===== src/rtl/dsf_pkg.sv =====
`timescale 1ns / 1ps
// ----------------------------------------------------------------------------
// Damped spring force package
// Shared constants and the pipeline control bundle.
// ----------------------------------------------------------------------------
package dsf_pkg;

    localparam int SOFT_WIDTH   = 21;
    localparam int WRAP_LOG     = 64;
    localparam int DAMP_CAP_LOG = 45;

    localparam logic [SOFT_WIDTH-1:0] SOFT_RESET = SOFT_WIDTH'(1);
    localparam logic [WRAP_LOG-1:0]   DAMP_CAP   = WRAP_LOG'(1) << DAMP_CAP_LOG;

    typedef struct packed {
        logic en;
        logic vld;
    } t_pipe_ctl;

endpackage


===== src/rtl/dsf_sqrt.sv =====
`timescale 1ns / 1ps
// ----------------------------------------------------------------------------
// Pipelined integer square root
// One result bit per stage, floor of the root, side data delayed alongside.
// ----------------------------------------------------------------------------
module dsf_sqrt
    import dsf_pkg::*;
#(
    parameter int RW = 32,
    parameter int SW = 8
) (
    input  logic            i_clk,
    input  logic            i_rst_n,
    input  t_pipe_ctl       i_ctl,
    input  logic [2*RW-1:0] i_rad,
    input  logic [SW-1:0]   i_side,
    output logic            o_vld,
    output logic [RW-1:0]   o_root,
    output logic [SW-1:0]   o_side
);

    logic [RW:0]     r_rem  [RW];
    logic [RW-1:0]   r_root [RW];
    logic [2*RW-1:0] r_rad  [RW];
    logic [SW-1:0]   r_side [RW];
    logic [RW-1:0]   r_vld;

    for (genvar s = 0; s < RW; s++) begin : g_stage
        logic [RW:0]     src_rem;
        logic [RW-1:0]   src_root;
        logic [2*RW-1:0] src_rad;
        logic [SW-1:0]   src_side;
        logic            src_vld;
        logic [RW+2:0]   acc;
        logic [RW+2:0]   trial;
        logic            fit;

        if (s == 0) begin : g_first
            assign src_rem  = '0;
            assign src_root = '0;
            assign src_rad  = i_rad;
            assign src_side = i_side;
            assign src_vld  = i_ctl.vld;
        end else begin : g_next
            assign src_rem  = r_rem[s-1];
            assign src_root = r_root[s-1];
            assign src_rad  = r_rad[s-1];
            assign src_side = r_side[s-1];
            assign src_vld  = r_vld[s-1];
        end

        assign acc   = {src_rem, src_rad[2*RW-1 -: 2]};
        assign trial = {1'b0, src_root, 2'b01};
        assign fit   = acc >= trial;

        always_ff @(posedge i_clk) begin
            if (!i_rst_n) begin
                r_vld[s] <= 1'b0;
            end else if (i_ctl.en) begin
                r_vld[s] <= src_vld;
            end
        end

        always_ff @(posedge i_clk) begin
            if (i_ctl.en) begin
                r_rem[s]  <= fit ? (RW+1)'(acc - trial) : acc[RW:0];
                r_root[s] <= {src_root[RW-2:0], fit};
                r_rad[s]  <= {src_rad[2*RW-3:0], 2'b00};
                r_side[s] <= src_side;
            end
        end
    end

    assign o_vld  = r_vld[RW-1];
    assign o_root = r_root[RW-1];
    assign o_side = r_side[RW-1];

endmodule


===== config.mk =====
export PLATFORM = sky130hd
export DESIGN_NAME = dsf_sqrt
export DESIGN_NICKNAME = d
export VERILOG_FILES = /design/src/rtl/dsf_pkg.sv /design/src/rtl/dsf_sqrt.sv
export SDC_FILE = /design/constraint.sdc
export NUM_CORES = 2
export LEC_CHECK = 0
export BUFFER_PORTS_ARGS = -buffer_cell sky130_fd_sc_hd__buf_2
export CAP_MARGIN = 20
export CORE_MARGIN = 1
export CORE_UTILIZATION = 40
export CTS_CLUSTER_SIZE = 12
export DETAILED_ROUTE_END_ITERATION = 8
export PLACE_DENSITY = 0.56
export SETUP_SLACK_MARGIN = 0.02
export SLEW_MARGIN = 20
export SYNTH_ARGS = -nofsm -noshare
export SYNTH_HDL_FRONTEND = slang
export SYNTH_MEMORY_MAX_BITS = 65536
export SYNTH_SLANG_ARGS = --single-unit

===== constraint.sdc =====
create_clock -name i_clk -period 4.6 [get_ports i_clk]
set_input_delay 0.92 -clock i_clk [delete_from_list [all_inputs] [get_ports i_clk]]
set_output_delay 0.92 -clock i_clk [all_outputs]
set_load 0.05 [all_outputs]

==> impl_metrics.ini <==
[clock_network]
root_buffer = clkbuf_16
clock_latency_ps = 890
cts_resized = 0
htree_levels = 5
cts_tree = built
hold_buffers = 0
clock-sinks = 2783
numCtsBuffers = 313
cts_setup_buffers = 0
clkTransAtPathRegs_ps = 60
cts_max_path_buffers = 4

[grt]
grt_pass1_vias = 71300
grt_pass1_wl_um = 396000
overflow = 0
grt_max_degree = 123
antenna_found_initial = 4
grt_usage = 0.158

[route]
drt-vias-per-instance = 5.13
vias = 71500
drt_iter0_markers = 5046
dr.pass1.iters = 8
antenna_left = 0
maxUsedRoutingLayer = met4
wl_met1_um = 108000
drt-wirelength-per-cell_um = 18.0
wl_met3_um = 9460
drcViolationCount = 10
met2WireLength_um = 125000
routed_wl_um = 250000

[sta]
final.period_utilization = 0.919
worstMarginPinSlew_ps = 946
rsz0062_at_grt = no
finalMaxSlewViolations = 0
fin_crit_ps = 4230
final.setup.tns_ps = 0
setup_viol = 0
hold_violations = 0
worst_hold_slack_ps = 205
fmax_mhz = 237
relSlewSlack = 0.364
skew_ps = 51.1

[floorplanning]
start_util = 0.402
core_um2 = 309000
design.portCount = 117
die-area_um2 = 313000
rows = 204
dieWidth_um = 559
fp.dieH_um = 559

[logic_synthesis]
synth_edf_count = 2751
synth_common_cells = 2751 x edfxtp_1, 701 x inv_1, 579 x nand2_1, 563 x a21oi_1, 561 x ha_1
syn_area_um2 = 124000
yosysMostFrequentCell = edfxtp_1
yosysUniqueCellTypes = 80
synth_top_area_frac = 0.665
ys_seq_area_frac = 0.671
synth_top_cell_by_area = edfxtp_1
synthesis.instances = 9195
synth_warnings = 0
syn_nets = 9832
synth-seq-cells = 2783
synth-async-reset-ratio = 0
avgSynthCellArea_um2 = 13.5
ys.flop_type = edfxtp_1
ys_top_cells_by_area = edfxtp_1 67%, ha_1 5.7%, xnor2_1 2.9%

[run_status]
violations = design-rule violations
status = finished, violations left

[setup_path]
critPathArrivalTime_ps = 4850
start_kind = flip-flop
cp_max_fo = 4
critical_path_class = reg -> reg
required_ps = 5220
end_kind = flip-flop

[power_and_ir_drop]
clkPwrFrac = 0.337
p_seq_frac = 0.478
vdd_drop_max_v = 0.000320
pwr-share-comb = 0.185
switchingPower_mw = 19.5
p_per_area_nw_per_um2 = 502
design_power_total_mw = 70.6
p_sw_frac = 0.276
p_leak_nw = 53.2
p_int_mw = 51.0

[placement]
hpwl_um = 178000
place_congestion = 0.885
port_buffers = 116
placed_cells = 13400
place_area_um2 = 131000

[flow_run]
cap_viol_max_count = 0

[final_layout]
finalNonFillerCells = 13900
final_area_um2 = 141000
fin_nets = 10200
drive_above_1_share = 0.0834
syn_to_final_growth_pct = 13.2

[min_path]
hold_path.class = in -> reg
## state kept, by name, summed over array words and instances, names as in the netlist
register,cells
r_rad,992
r_rem,975
r_root,528
r_side,256
g_stage.src_vld,31
o_vld,1
## through the flow
step                 util  setup slack, ps
global route        0.455              239
global placement    0.424              477
finish              0.455              373
floorplan               -              627
detailed placement  0.424              403
CTS                 0.455              399
## power groups by stage
stage | Combinational, mW | Sequential, mW | Clock [mW]
2_1_floorplan | 9.52 | 33.4 | 0
6_report | 13.1 | 33.7 | 23.8
4_1_cts | 13.1 | 33.8 | 24.7
3_5_place_dp | 13.0 | 34.3 | 0
3_3_place_gp | 12.8 | 34.2 | 0
5_1_grt | 14.6 | 34.0 | 25.6
## cell usage in the layout, fill, tap and decap left out, types with 39 or more instances in the layout
cell type | Yosys | final
clkinv_2 | 0 | 41
xnor2_1 | 413 | 413
a31oi_1 | 44 | 42
o21ai_0 | 461 | 460
nor2_1 | 557 | 556
nand2_1 | 579 | 579
nor2b_1 | 108 | 108
or4_1 | 64 | 64
buf_4 | 0 | 78
clkbuf_16 | 0 | 315
o21a_1 | 96 | 96
clkbuf_1 | 134 | 69
nand2b_1 | 128 | 127
a211oi_1 | 39 | 39
buf_2 | 0 | 115
nand4_1 | 84 | 84
o31ai_1 | 57 | 55
mux2i_1 | 45 | 45
edfxtp_1 | 2751 | 2751
nor3_1 | 205 | 203
buf_12 | 0 | 43
mux2_2 | 88 | 88
and3_1 | 57 | 57
o21bai_1 | 52 | 52
a21oi_1 | 563 | 562
inv_1 | 701 | 701
nor4_1 | 111 | 111
or2_2 | 42 | 42
nand3_1 | 153 | 153
xor2_1 | 392 | 392
clkinv_1 | 0 | 54
a21o_1 | 221 | 221
or3_1 | 90 | 90
ha_1 | 561 | 561
## final timing paths
kind | startpoint | to | depth (start not counted) | slack, ps
max | r_rem[1][109] | r_rem[2][22] | 10 | 370
min | i_rad[13] | r_rad[0][13] | 1 | 200
max reg2reg | r_rem[1][109] | r_rem[2][22] | 10 | 370
min reg2reg | r_rad[0][473] | r_rad[0][537] | 0 | 380
## metal layers
metal	vias up	global-route usage
met5	-	0
met3	479	0.0195
met4	0	0.0559
met1	34900	0.200
met2	1343	0.277
li1	34800	-
## cell families (layout without fill, tap and decap cells)
logic type / after synthesis / in the layout / synth area share
other: 1 / 3 / 0.0000302
adders and majority gates: 561 / 561 / 0.0565
AOI/OAI and AO/OA: 1752 / 1752 / 0.0867
muxes: 133 / 133 / 0.0116
and+or+nand+nor: 2303 / 2303 / 0.0919
DFF: 2783 / 2783 / 0.671
xor gates and xnor gates: 806 / 806 / 0.0569
buffers and inverters: 856 / 1471 / 0.0259
## worst max-delay path: stages (launching register included)
cell and delay, ps:
edfxtp_1 440, or4_4 550, or3_1 360, or3b_1 450, or3_1 380, or4_1 540, nand4_1 150, nor4_2 80
or4_4 540, or3_4 360, xnor2_2 130
## area by class of cell
cell class	instances	area, µm²
Sequential cell	2783	83200
Fill cell	27500	168000
Inverter	701	2630
Clock buffer	384	8140
Multi-Input combinational cell	5556	37800
Timing Repair Buffer	236	2020
Antenna cell	2	5.00
Tap cell	4120	5150
Clock inverter	150	1580
Power figures use the tool's default switching activity.
